**config.mk**
```make
export PLATFORM = sky130hd
export DESIGN_NAME = column_min_depth_kalman
export DESIGN_NICKNAME = d
export VERILOG_FILES = /design/src/rtl/core/cmdk_pkg.sv /design/src/rtl/core/column_min_depth_kalman.sv /design/src/rtl/core/cmdk_div.sv
export VERILOG_INCLUDE_DIRS = /design/src /design/src/rtl/core
export SDC_FILE = /design/constraint.sdc
export NUM_CORES = 2
export LEC_CHECK = 0
export BUFFER_PORTS_ARGS = -buffer_cell sky130_fd_sc_hd__buf_2
export CORE_ASPECT_RATIO = 1.4
export CORE_UTILIZATION = 40
export CTS_CLUSTER_SIZE = 10
export DETAILED_ROUTE_END_ITERATION = 7
export GPL_TIMING_DRIVEN = 0
export HOLD_SLACK_MARGIN = 0.15
export REMOVE_ABC_BUFFERS = 1
export SLEW_MARGIN = 10
export SYNTH_ARGS = -nofsm -noshare
export SYNTH_HDL_FRONTEND = slang
export SYNTH_HIERARCHICAL = 1
export SYNTH_SLANG_ARGS = --single-unit
```
**constraint.sdc**
```tcl
create_clock -name clk -period 15.9 [get_ports clk]
set_clock_uncertainty 0.05 [all_clocks]
set_input_delay 0.795 -clock clk [delete_from_list [all_inputs] [get_ports clk]]
set_output_delay 0.795 -clock clk [all_outputs]
set_load 0.01 [all_outputs]
```
**src/rtl/core/column_min_depth_kalman_macros.svh**
```systemverilog
// ----------------------------------------------------------------------------
// Assertion macros
// Concurrent check wrappers shared by the column minimum depth filter RTL.
// ----------------------------------------------------------------------------
`ifndef COLUMN_MIN_DEPTH_KALMAN_MACROS_SVH
`define COLUMN_MIN_DEPTH_KALMAN_MACROS_SVH

`ifndef ASSERT_OFF
// same-cycle implication
`define CMDK_ASSERT_IMP(label, clk, rst_n, ante, cons) \
    label: assert property (@(posedge clk) disable iff (!rst_n) (ante) |-> (cons)) \
        else $error("cmdk: same-cycle check failed");
// next-cycle implication
`define CMDK_ASSERT_NXT(label, clk, rst_n, ante, cons) \
    label: assert property (@(posedge clk) disable iff (!rst_n) (ante) |=> (cons)) \
        else $error("cmdk: next-cycle check failed");
`else
`define CMDK_ASSERT_IMP(label, clk, rst_n, ante, cons)
`define CMDK_ASSERT_NXT(label, clk, rst_n, ante, cons)
`endif

`endif

```
**src/rtl/core/cmdk_pkg.sv**
```systemverilog
// ----------------------------------------------------------------------------
// cmdk_pkg
// Shared widths, reset values and codes of the column minimum depth filter.
// ----------------------------------------------------------------------------
package cmdk_pkg;

    localparam int FRACTION_BITS_DEF = 16;

    localparam int DEPTH_W = 16;   // millimetre pixels and limits
    localparam int VAL_W   = 32;   // estimate, covariance, noise terms
    localparam int DATA_W  = 32;   // APB data
    localparam int ADDR_W  = 5;    // APB byte address

    localparam logic [DEPTH_W-1:0] MIN_DEPTH_RST = 16'd1000;
    localparam logic [DEPTH_W-1:0] MAX_DEPTH_RST = 16'd3500;
    localparam logic [DEPTH_W-1:0] SEED_THR_RST  = 16'd50;
    localparam logic [VAL_W-1:0]   PROC_NOISE_RST = 32'd98304;
    localparam logic [VAL_W-1:0]   MEAS_NOISE_RST = 32'd524288000;

    typedef enum logic [1:0] {
        OUT_UPDATED  = 2'd0,
        OUT_SEEDED   = 2'd1,
        OUT_REJECTED = 2'd2
    } outcome_t;

    // register index, byte address = 4 * index
    typedef enum logic [2:0] {
        REG_MIN_DEPTH     = 3'd0,
        REG_MAX_DEPTH     = 3'd1,
        REG_SEED_THR      = 3'd2,
        REG_PROCESS_NOISE = 3'd3,
        REG_MEASURE_NOISE = 3'd4
    } reg_idx_t;

endpackage

```
**src/rtl/core/column_min_depth_kalman.sv**
```systemverilog
// ----------------------------------------------------------------------------
// column_min_depth_kalman
// Column minimum depth tracker with a fixed-point scalar Kalman filter.
// ----------------------------------------------------------------------------
// Pixels of one image column arrive one request per cycle; the smallest
// nonzero pixel is tracked as they pass. The request flagged last_pixel
// closes the column: the minimum is judged against the min/max band, and
// if it passes, the estimate is either seeded (estimate below the seed
// threshold) or put through predict, gain and correct. One result request
// leaves per column. After a last pixel the input stalls: on a rejected
// or seeded column through the judge and finish states, and on a filter
// update also through the prep, divide and two multiply states. The
// restoring divider produces one gain bit per cycle and is followed by
// two passes through the single shared multiplier (gain times innovation,
// then (1 - gain) times predicted covariance). A pending
// result waits in the output register and does not block pixel requests;
// only the end of the next column waits for it to be taken. Estimate and
// covariance are unsigned with FRACTION_BITS fraction bits in 32 bits; the
// gain carries FRACTION_BITS + 1 bits so that a gain of exactly 1.0 fits.
// Registers on APB at 4 * index: min_depth, max_depth, seed_threshold,
// process_noise, measure_noise; write them only while the block is idle.
// ----------------------------------------------------------------------------
`include "column_min_depth_kalman_macros.svh"

module column_min_depth_kalman #(
    parameter int FRACTION_BITS = cmdk_pkg::FRACTION_BITS_DEF
) (
    input  logic                          clk,
    input  logic                          rst_n,
    // APB configuration
    input  logic                          psel,
    input  logic                          penable,
    input  logic                          pwrite,
    input  logic [cmdk_pkg::ADDR_W-1:0]   paddr,
    input  logic [cmdk_pkg::DATA_W-1:0]   pwdata,
    output logic [cmdk_pkg::DATA_W-1:0]   prdata,
    output logic                          pready,
    // pixel requests
    input  logic                          in_valid,
    output logic                          in_ready,
    input  logic [cmdk_pkg::DEPTH_W-1:0]  pixel_depth,
    input  logic                          last_pixel,
    // result requests
    output logic                          out_valid,
    input  logic                          out_ready,
    output logic [cmdk_pkg::DEPTH_W-1:0]  filtered_depth,
    output logic [cmdk_pkg::DEPTH_W-1:0]  measured_min,
    output logic [1:0]                    outcome
);

    localparam int DEPTH_W = cmdk_pkg::DEPTH_W;
    localparam int VAL_W   = cmdk_pkg::VAL_W;
    localparam int DATA_W  = cmdk_pkg::DATA_W;
    localparam int ADDR_W  = cmdk_pkg::ADDR_W;
    localparam int GAIN_W  = FRACTION_BITS + 1;
    localparam int PROD_W  = GAIN_W + VAL_W;
    localparam int WIDE_W  = DEPTH_W + FRACTION_BITS + VAL_W;

    localparam logic [GAIN_W-1:0] GAIN_ONE = GAIN_W'(1) << FRACTION_BITS;
    localparam logic [VAL_W-1:0]  COV_RST  = VAL_W'(1) << FRACTION_BITS;

    typedef enum logic [2:0] {
        ST_IDLE,
        ST_JUDGE,
        ST_PREP,
        ST_DIV,
        ST_MUL_CORR,
        ST_MUL_COV,
        ST_FIN
    } state_t;

    state_t state_reg, state_next;

    // configuration
    logic [DEPTH_W-1:0] min_depth_reg;
    logic [DEPTH_W-1:0] max_depth_reg;
    logic [DEPTH_W-1:0] seed_thr_reg;
    logic [VAL_W-1:0]   q_reg;
    logic [VAL_W-1:0]   r_reg;

    // column and filter state
    logic [DEPTH_W-1:0] running_min_reg;
    logic               any_valid_reg;
    logic [VAL_W-1:0]   estimate_reg;
    logic [VAL_W-1:0]   covariance_reg;

    // per-column working registers
    logic [DEPTH_W-1:0]  meas_reg;
    logic                col_valid_reg;
    cmdk_pkg::outcome_t  outcome_reg;
    logic [VAL_W-1:0]    z_reg;
    logic [VAL_W-1:0]    p_reg;
    logic [VAL_W-1:0]    diff_reg;
    logic                up_reg;
    logic [PROD_W-1:0]   prod_reg;

    // output register
    logic                out_valid_reg;
    logic [DEPTH_W-1:0]  out_depth_reg;
    logic [DEPTH_W-1:0]  out_min_reg;
    cmdk_pkg::outcome_t  out_outcome_reg;

    logic               in_fire;
    logic               out_fire;
    logic               cfg_wr;
    logic               fin_go;
    logic               px_valid;
    logic               px_lower;
    logic [DEPTH_W-1:0] min_next;
    logic               any_next;
    logic               in_band;
    logic [WIDE_W-1:0]  est_wide;
    logic [WIDE_W-1:0]  seed_wide;
    logic [WIDE_W-1:0]  meas_wide;
    logic               seed_now;
    logic [VAL_W-1:0]   z_val;
    logic [VAL_W:0]     p_sum;
    logic [VAL_W-1:0]   p_sat;
    logic [VAL_W:0]     den_sum;
    logic               z_up;
    logic [VAL_W-1:0]   diff_val;
    logic [GAIN_W-1:0]  mul_a;
    logic [VAL_W-1:0]   mul_b;
    logic [PROD_W-1:0]  mul_p;
    logic [VAL_W-1:0]   corr;
    logic [VAL_W-1:0]   est_corr;
    logic [VAL_W-1:0]   est_shift;

    logic               div_start;
    logic [GAIN_W-1:0]  div_quo;
    logic               div_done;

    // ---- handshakes ----
    assign pready   = 1'b1;
    assign cfg_wr   = psel & penable & pwrite;
    assign in_ready = (state_reg == ST_IDLE);
    assign in_fire  = in_valid & in_ready;
    assign out_fire = out_valid_reg & out_ready;
    assign fin_go   = (state_reg == ST_FIN) && (!out_valid_reg || out_ready);

    // ---- running minimum, this pixel included ----
    assign px_valid = (pixel_depth != '0);
    assign px_lower = !any_valid_reg || (pixel_depth < running_min_reg);
    assign min_next = (px_valid && px_lower) ? pixel_depth : running_min_reg;
    assign any_next = any_valid_reg | px_valid;

    // ---- judge: band check, seed test, measurement in fixed point ----
    assign in_band   = (meas_reg >= min_depth_reg) && (meas_reg <= max_depth_reg);
    assign est_wide  = WIDE_W'(estimate_reg);
    assign seed_wide = WIDE_W'(seed_thr_reg) << FRACTION_BITS;
    assign meas_wide = WIDE_W'(meas_reg) << FRACTION_BITS;
    assign seed_now  = (est_wide < seed_wide);
    assign z_val     = (|meas_wide[WIDE_W-1:VAL_W]) ? '1 : meas_wide[VAL_W-1:0];

    // predicted covariance, saturating
    assign p_sum = {1'b0, covariance_reg} + {1'b0, q_reg};
    assign p_sat = p_sum[VAL_W] ? '1 : p_sum[VAL_W-1:0];

    // gain denominator kept at full width, no wrap
    assign den_sum  = {1'b0, p_reg} + {1'b0, r_reg};
    assign z_up     = (z_reg > estimate_reg);
    assign diff_val = z_up ? (z_reg - estimate_reg) : (estimate_reg - z_reg);

    // ---- shared multiplier ----
    always_comb
    begin
        if (state_reg == ST_MUL_CORR)
        begin
            mul_a = div_quo;
            mul_b = diff_reg;
        end
        else
        begin
            mul_a = GAIN_ONE - div_quo;
            mul_b = p_reg;
        end
    end

    assign mul_p = PROD_W'(mul_a) * PROD_W'(mul_b);

    // correction never exceeds the innovation, so no wrap either way
    assign corr      = prod_reg[FRACTION_BITS +: VAL_W];
    assign est_corr  = up_reg ? (estimate_reg + corr) : (estimate_reg - corr);
    assign est_shift = estimate_reg >> FRACTION_BITS;

    assign div_start = (state_reg == ST_PREP);

    cmdk_div #(
        .FRACTION_BITS (FRACTION_BITS)
    ) u_div (
        .clk      (clk),
        .rst_n    (rst_n),
        .start    (div_start),
        .dividend (p_reg),
        .divisor  (den_sum),
        .quotient (div_quo),
        .done     (div_done)
    );

    // ---- sequencer ----
    always_comb
    begin
        state_next = state_reg;
        unique case (state_reg)
            ST_IDLE:
            begin
                if (in_fire && last_pixel)
                begin
                    state_next = ST_JUDGE;
                end
            end
            ST_JUDGE:
            begin
                if (!col_valid_reg || !in_band || seed_now)
                begin
                    state_next = ST_FIN;
                end
                else
                begin
                    state_next = ST_PREP;
                end
            end
            ST_PREP:     state_next = ST_DIV;
            ST_DIV:
            begin
                if (div_done)
                begin
                    state_next = ST_MUL_CORR;
                end
            end
            ST_MUL_CORR: state_next = ST_MUL_COV;
            ST_MUL_COV:  state_next = ST_FIN;
            ST_FIN:
            begin
                if (fin_go)
                begin
                    state_next = ST_IDLE;
                end
            end
            default:     state_next = ST_IDLE;
        endcase
    end

    // ---- state, configuration, filter state and output register ----
    always_ff @(posedge clk or negedge rst_n)
    begin
        if (!rst_n)
        begin
            state_reg       <= ST_IDLE;
            min_depth_reg   <= cmdk_pkg::MIN_DEPTH_RST;
            max_depth_reg   <= cmdk_pkg::MAX_DEPTH_RST;
            seed_thr_reg    <= cmdk_pkg::SEED_THR_RST;
            q_reg           <= cmdk_pkg::PROC_NOISE_RST;
            r_reg           <= cmdk_pkg::MEAS_NOISE_RST;
            running_min_reg <= '1;
            any_valid_reg   <= 1'b0;
            estimate_reg    <= '0;
            covariance_reg  <= COV_RST;
            out_valid_reg   <= 1'b0;
        end
        else
        begin
            state_reg <= state_next;

            if (cfg_wr)
            begin
                unique case (paddr[ADDR_W-1:2])
                    cmdk_pkg::REG_MIN_DEPTH:     min_depth_reg <= pwdata[DEPTH_W-1:0];
                    cmdk_pkg::REG_MAX_DEPTH:     max_depth_reg <= pwdata[DEPTH_W-1:0];
                    cmdk_pkg::REG_SEED_THR:      seed_thr_reg  <= pwdata[DEPTH_W-1:0];
                    cmdk_pkg::REG_PROCESS_NOISE: q_reg         <= pwdata[VAL_W-1:0];
                    cmdk_pkg::REG_MEASURE_NOISE: r_reg         <= pwdata[VAL_W-1:0];
                    default:                     ;
                endcase
            end

            if (in_fire)
            begin
                if (last_pixel)
                begin
                    running_min_reg <= '1;
                    any_valid_reg   <= 1'b0;
                end
                else
                begin
                    running_min_reg <= min_next;
                    any_valid_reg   <= any_next;
                end
            end

            if (state_reg == ST_JUDGE && col_valid_reg && in_band && seed_now)
            begin
                estimate_reg <= z_val;
            end

            if (state_reg == ST_MUL_COV)
            begin
                estimate_reg <= est_corr;
            end

            // product holds while waiting, so a repeated write is harmless
            if (state_reg == ST_FIN && outcome_reg == cmdk_pkg::OUT_UPDATED)
            begin
                covariance_reg <= prod_reg[FRACTION_BITS +: VAL_W];
            end

            if (fin_go)
            begin
                out_valid_reg <= 1'b1;
            end
            else if (out_fire)
            begin
                out_valid_reg <= 1'b0;
            end
        end
    end

    // datapath registers, no reset needed
    always_ff @(posedge clk)
    begin
        if (in_fire && last_pixel)
        begin
            meas_reg      <= any_next ? min_next : '0;
            col_valid_reg <= any_next;
        end

        if (state_reg == ST_JUDGE)
        begin
            z_reg <= z_val;
            p_reg <= p_sat;
            if (!col_valid_reg || !in_band)
            begin
                outcome_reg <= cmdk_pkg::OUT_REJECTED;
            end
            else if (seed_now)
            begin
                outcome_reg <= cmdk_pkg::OUT_SEEDED;
            end
            else
            begin
                outcome_reg <= cmdk_pkg::OUT_UPDATED;
            end
        end

        if (state_reg == ST_PREP)
        begin
            diff_reg <= diff_val;
            up_reg   <= z_up;
        end

        if (state_reg == ST_MUL_CORR || state_reg == ST_MUL_COV)
        begin
            prod_reg <= mul_p;
        end

        if (fin_go)
        begin
            out_depth_reg   <= est_shift[DEPTH_W-1:0];
            out_min_reg     <= meas_reg;
            out_outcome_reg <= outcome_reg;
        end
    end

    // ---- APB read ----
    always_comb
    begin
        unique case (paddr[ADDR_W-1:2])
            cmdk_pkg::REG_MIN_DEPTH:     prdata = DATA_W'(min_depth_reg);
            cmdk_pkg::REG_MAX_DEPTH:     prdata = DATA_W'(max_depth_reg);
            cmdk_pkg::REG_SEED_THR:      prdata = DATA_W'(seed_thr_reg);
            cmdk_pkg::REG_PROCESS_NOISE: prdata = DATA_W'(q_reg);
            cmdk_pkg::REG_MEASURE_NOISE: prdata = DATA_W'(r_reg);
            default:                     prdata = '0;
        endcase
    end

    assign out_valid      = out_valid_reg;
    assign filtered_depth = out_depth_reg;
    assign measured_min   = out_min_reg;
    assign outcome        = out_outcome_reg;

    // ---- checks ----
    `CMDK_ASSERT_NXT(a_last_stalls, clk, rst_n, in_fire && last_pixel, !in_ready)
    `CMDK_ASSERT_IMP(a_done_in_div, clk, rst_n, div_done, state_reg == ST_DIV)
    `CMDK_ASSERT_IMP(a_gain_le_one, clk, rst_n, state_reg == ST_MUL_CORR, div_quo <= GAIN_ONE)
    `CMDK_ASSERT_IMP(a_cov_shrinks, clk, rst_n, state_reg == ST_FIN && outcome_reg == cmdk_pkg::OUT_UPDATED, prod_reg[FRACTION_BITS +: VAL_W] <= p_reg)

endmodule

```
**src/rtl/core/cmdk_div.sv**
```systemverilog
// ----------------------------------------------------------------------------
// cmdk_div
// Restoring divider for the Kalman gain, one quotient bit per cycle.
// ----------------------------------------------------------------------------
module cmdk_div #(
    parameter int FRACTION_BITS = cmdk_pkg::FRACTION_BITS_DEF
) (
    input  logic                          clk,
    input  logic                          rst_n,
    input  logic                          start,
    input  logic [cmdk_pkg::VAL_W-1:0]    dividend,
    input  logic [cmdk_pkg::VAL_W:0]      divisor,
    output logic [FRACTION_BITS:0]        quotient,
    output logic                          done
);

    localparam int QUO_W = FRACTION_BITS + 1;
    localparam int DEN_W = cmdk_pkg::VAL_W + 1;
    localparam int REM_W = cmdk_pkg::VAL_W + 2;
    localparam int CNT_W = $clog2(FRACTION_BITS + 1);

    logic [REM_W-1:0] rem_reg;
    logic [DEN_W-1:0] den_reg;
    logic [QUO_W-1:0] quo_reg;
    logic [CNT_W-1:0] cnt_reg;
    logic             busy_reg;
    logic             done_reg;

    logic             q_bit;
    logic [REM_W-1:0] rem_sub;

    // dividend <= divisor, so the quotient never exceeds 2^F; zero divisor gives 0
    assign q_bit   = (rem_reg >= REM_W'(den_reg)) && (den_reg != '0);
    assign rem_sub = q_bit ? (rem_reg - REM_W'(den_reg)) : rem_reg;

    always_ff @(posedge clk or negedge rst_n)
    begin
        if (!rst_n)
        begin
            busy_reg <= 1'b0;
            done_reg <= 1'b0;
            cnt_reg  <= '0;
        end
        else
        begin
            done_reg <= 1'b0;
            if (start)
            begin
                busy_reg <= 1'b1;
                cnt_reg  <= CNT_W'(FRACTION_BITS);
            end
            else if (busy_reg)
            begin
                if (cnt_reg == '0)
                begin
                    busy_reg <= 1'b0;
                    done_reg <= 1'b1;
                end
                else
                begin
                    cnt_reg <= cnt_reg - 1'b1;
                end
            end
        end
    end

    always_ff @(posedge clk)
    begin
        if (start)
        begin
            rem_reg <= REM_W'(dividend);
            den_reg <= divisor;
            quo_reg <= '0;
        end
        else if (busy_reg)
        begin
            rem_reg <= {rem_sub[REM_W-2:0], 1'b0};
            quo_reg <= {quo_reg[QUO_W-2:0], q_bit};
        end
    end

    assign quotient = quo_reg;
    assign done     = done_reg;

endmodule

```
==> impl_metrics.tcl <==
set metrics [dict create \
    syn_area_per_cell_sq_um 9.335 \
    synthMostInstantiatedCell "inv_1" \
    vias 34171 \
    grt_overflow 0 \
    min_period_over_period_pct 64.62 \
    drive_above_1_share_pct 9.586 \
    critPathMaxStageDelay_ns 0.81 \
    fillers 10950 \
    outcome "complete, no violations" \
    place_hpwl_um 109000 \
    syn-instance-count 4807 \
    synth_top_cell_area_share_pct 20.12 \
    antenna_left 0 \
    synth_cell_types 99 \
    slew_violations 0 \
    cts_setup_buffers 0 \
    grt_start_max_net_pins 86 \
    io_buffers 126 \
    critPathMaxFanout 11 \
    drtIter0Drc 2377 \
    first_global_vias 35361 \
    die_area_sq_um 113500 \
    yosys_most_used_dff "edfxtp_1" \
    synth_commonest_cells "inv_1 (738), nand2_1 (730), fa_1 (451)" \
    criticalPathCategory "flop to flop" \
    endpoint_kind "flop" \
    firstDrtPassIters 5 \
    ys_seq_area_share_pct 27.80 \
    cts_root_buffer "clkbuf_16" \
    slew_headroom_pct 18.11 \
    clkTransAtPathRegs_ns 0.06 \
    cts_tree "yes" \
    tightest_slew_ns 1.220 \
    cp_top_family "adder cells" \
    async_reset_ff_share_pct 44.93 \
    design_area_sq_um 49620 \
    coreArea_sq_um 111400 \
    hold_viol 0 \
    largest_register_ff_count 34 \
    crit_required_ns 16.19 \
    arrival_ns 10.57 \
    htree_levels 2 \
    synth_area_leaders "fa_1 (20%), edfxtp_1 (15%), ha_1 (9.5%)" \
    yosysWarnings 6 \
    clock_latency_ns 0.64 \
    route.detailed.drc 0 \
    cts_made_buffers 54 \
    rsz0062_at_grt "no" \
    start_util_pct 40.28 \
    post_drt_wl_per_cell_um 21.04 \
    fp.dieW_um 285.1 \
    gp_congestion 0.9266 \
    fin_nets 5732 \
    startpoint_type "flop" \
    wl_um 134500 \
    slowest_stage "mux2i_1" \
    syn_to_final_growth_pct 10.59 \
    io_pins 130 \
    fmax_mhz 97.32 \
    post-route-min-period_ns 10.27 \
    cts_sinks 454 \
    antenna_found_initial 3 \
    path_buf_inv 9 \
    synth_edf_count 231 \
    vias_per_cell 5.343 \
    synth_seq_cells 454 \
    placed_area_sq_um 47920 \
    hold_path.class "input port to flop" \
    core.rowCount 145 \
    synth_area_sq_um 44870 \
    die_y_um 398.3 \
    clockBufferDepth 3 \
    grt_pass1_wl_um 208300 \
    setup_viol 0 \
    synth_largest_area_cell "fa_1" \
    maxCapViolations 0 \
    grt_use_total_pct 23.99 \
    crit_top_cell "fa_1" \
    hold_slack_ns 0.3556 \
]
final cells by class:
cell class              instances  area, sq um  area share, %
clock buffers                  96         1590          3.205
multi-input cells            3437        29260          58.96
inverters                     739         2774          5.590
repair buffers                192         1587          3.197
diodes                          1        2.502       0.005043
well taps                    1470         1839          3.706
clock inverters                 6        100.1         0.2017
flip-flops and latches        454        12470          25.14
kinds of logic (layout without fill, tap and decap cells):
family	Yosys count	in the layout	share of synthesized area (%)
adders and majority gates	793	793	29.66
muxes	210	210	4.969
DFF	454	454	27.80
xor gates and xnor gates	225	225	4.392
other	1	2	0.008357
and+or+nand+nor	1382	1382	13.53
buffers and inverters	916	1033	7.768
AOI/OAI and AO/OA	826	826	11.88
repair_timing:
| item | in CTS | in global routing |
|---|---|---|
| hold buffers | 1 | 0 |
| resized for setup | 0 | 0 |
| endpoints found under the hold margin | 18 | 0 |
cells in the final DEF (no fill, tap or decap), types with 18 or more instances in the layout:
cell type  synthesis  routed
a22oi_1           34      34
mux2i_1          111     111
nand4_1           37      37
dfstp_2           41      41
nand3_1           41      41
o21ai_0          181     179
clkbuf_16          0      55
a211oi_1          19      19
a31oi_1           26      26
buf_2             17     126
buf_4              5      22
dfxtp_1           19      18
o21bai_1          18      18
xnor2_1          119     115
xor2_1           106      95
a21o_1           120     120
o22ai_1           36      36
edfxtp_1         231     231
nor4_1            26      25
nor2b_1           36      34
nand2b_1          32      32
and2_1            37      37
ha_1             342     342
nand2_1          730     729
inv_1            738     738
o21a_1            26      26
fa_1             451     451
dfrtp_1          163     163
clkbuf_1         140      35
a21oi_1          191     191
o21ai_1           33      34
nor2_1           311     303
mux2_2            96      96
nor3_1            49      48
final timing paths:
check	endpoint	depth (start not counted)	startpoint	slack, ns
worst max-delay path	prod_reg[46]$_DFFE_PN_	29	state_reg[2]$_DFFE_PN0P_	5.63
worst min-delay path	q_reg[29]$_DFFE_PN0P_	2	pwdata[29]	0.36
worst max register to register	prod_reg[46]$_DFFE_PN_	29	state_reg[2]$_DFFE_PN0P_	5.63
worst min register to register	outcome[0]$_DFFE_PP_	0	outcome_reg[0]$_SDFFCE_PN0P_	0.39
max in group asynchronous	estimate_reg[6]$_DFFE_PN0P_	3	rst_n	14.31
min in group asynchronous	min_depth_reg[11]$_DFFE_PN0P_	2	rst_n	0.61
stage by stage:
stage                     util, %  worst slack, ns  std cells  setup TNS (ns)
after floorplan                 -            1.464       4630               0
after global placement      41.86           -7.228       6226         -320.31
after detailed placement    43.02            5.679       6291               0
after CTS                   44.54            5.615       6394               0
after global routing        44.55            5.169       6394               0
final                       44.55            5.625       6395               0
routing by layer:
metal,routed length (um),global-route usage [%],share of wire [%]
met3,5920,2.674,4.4
met4,9220,14.15,6.9
met2,67790,42.86,50
met5,25,0,0.019
met1,51580,27.58,38
Power is not shown: default switching activity piles up to over one toggle a cycle in this logic, so the estimate is an artifact.
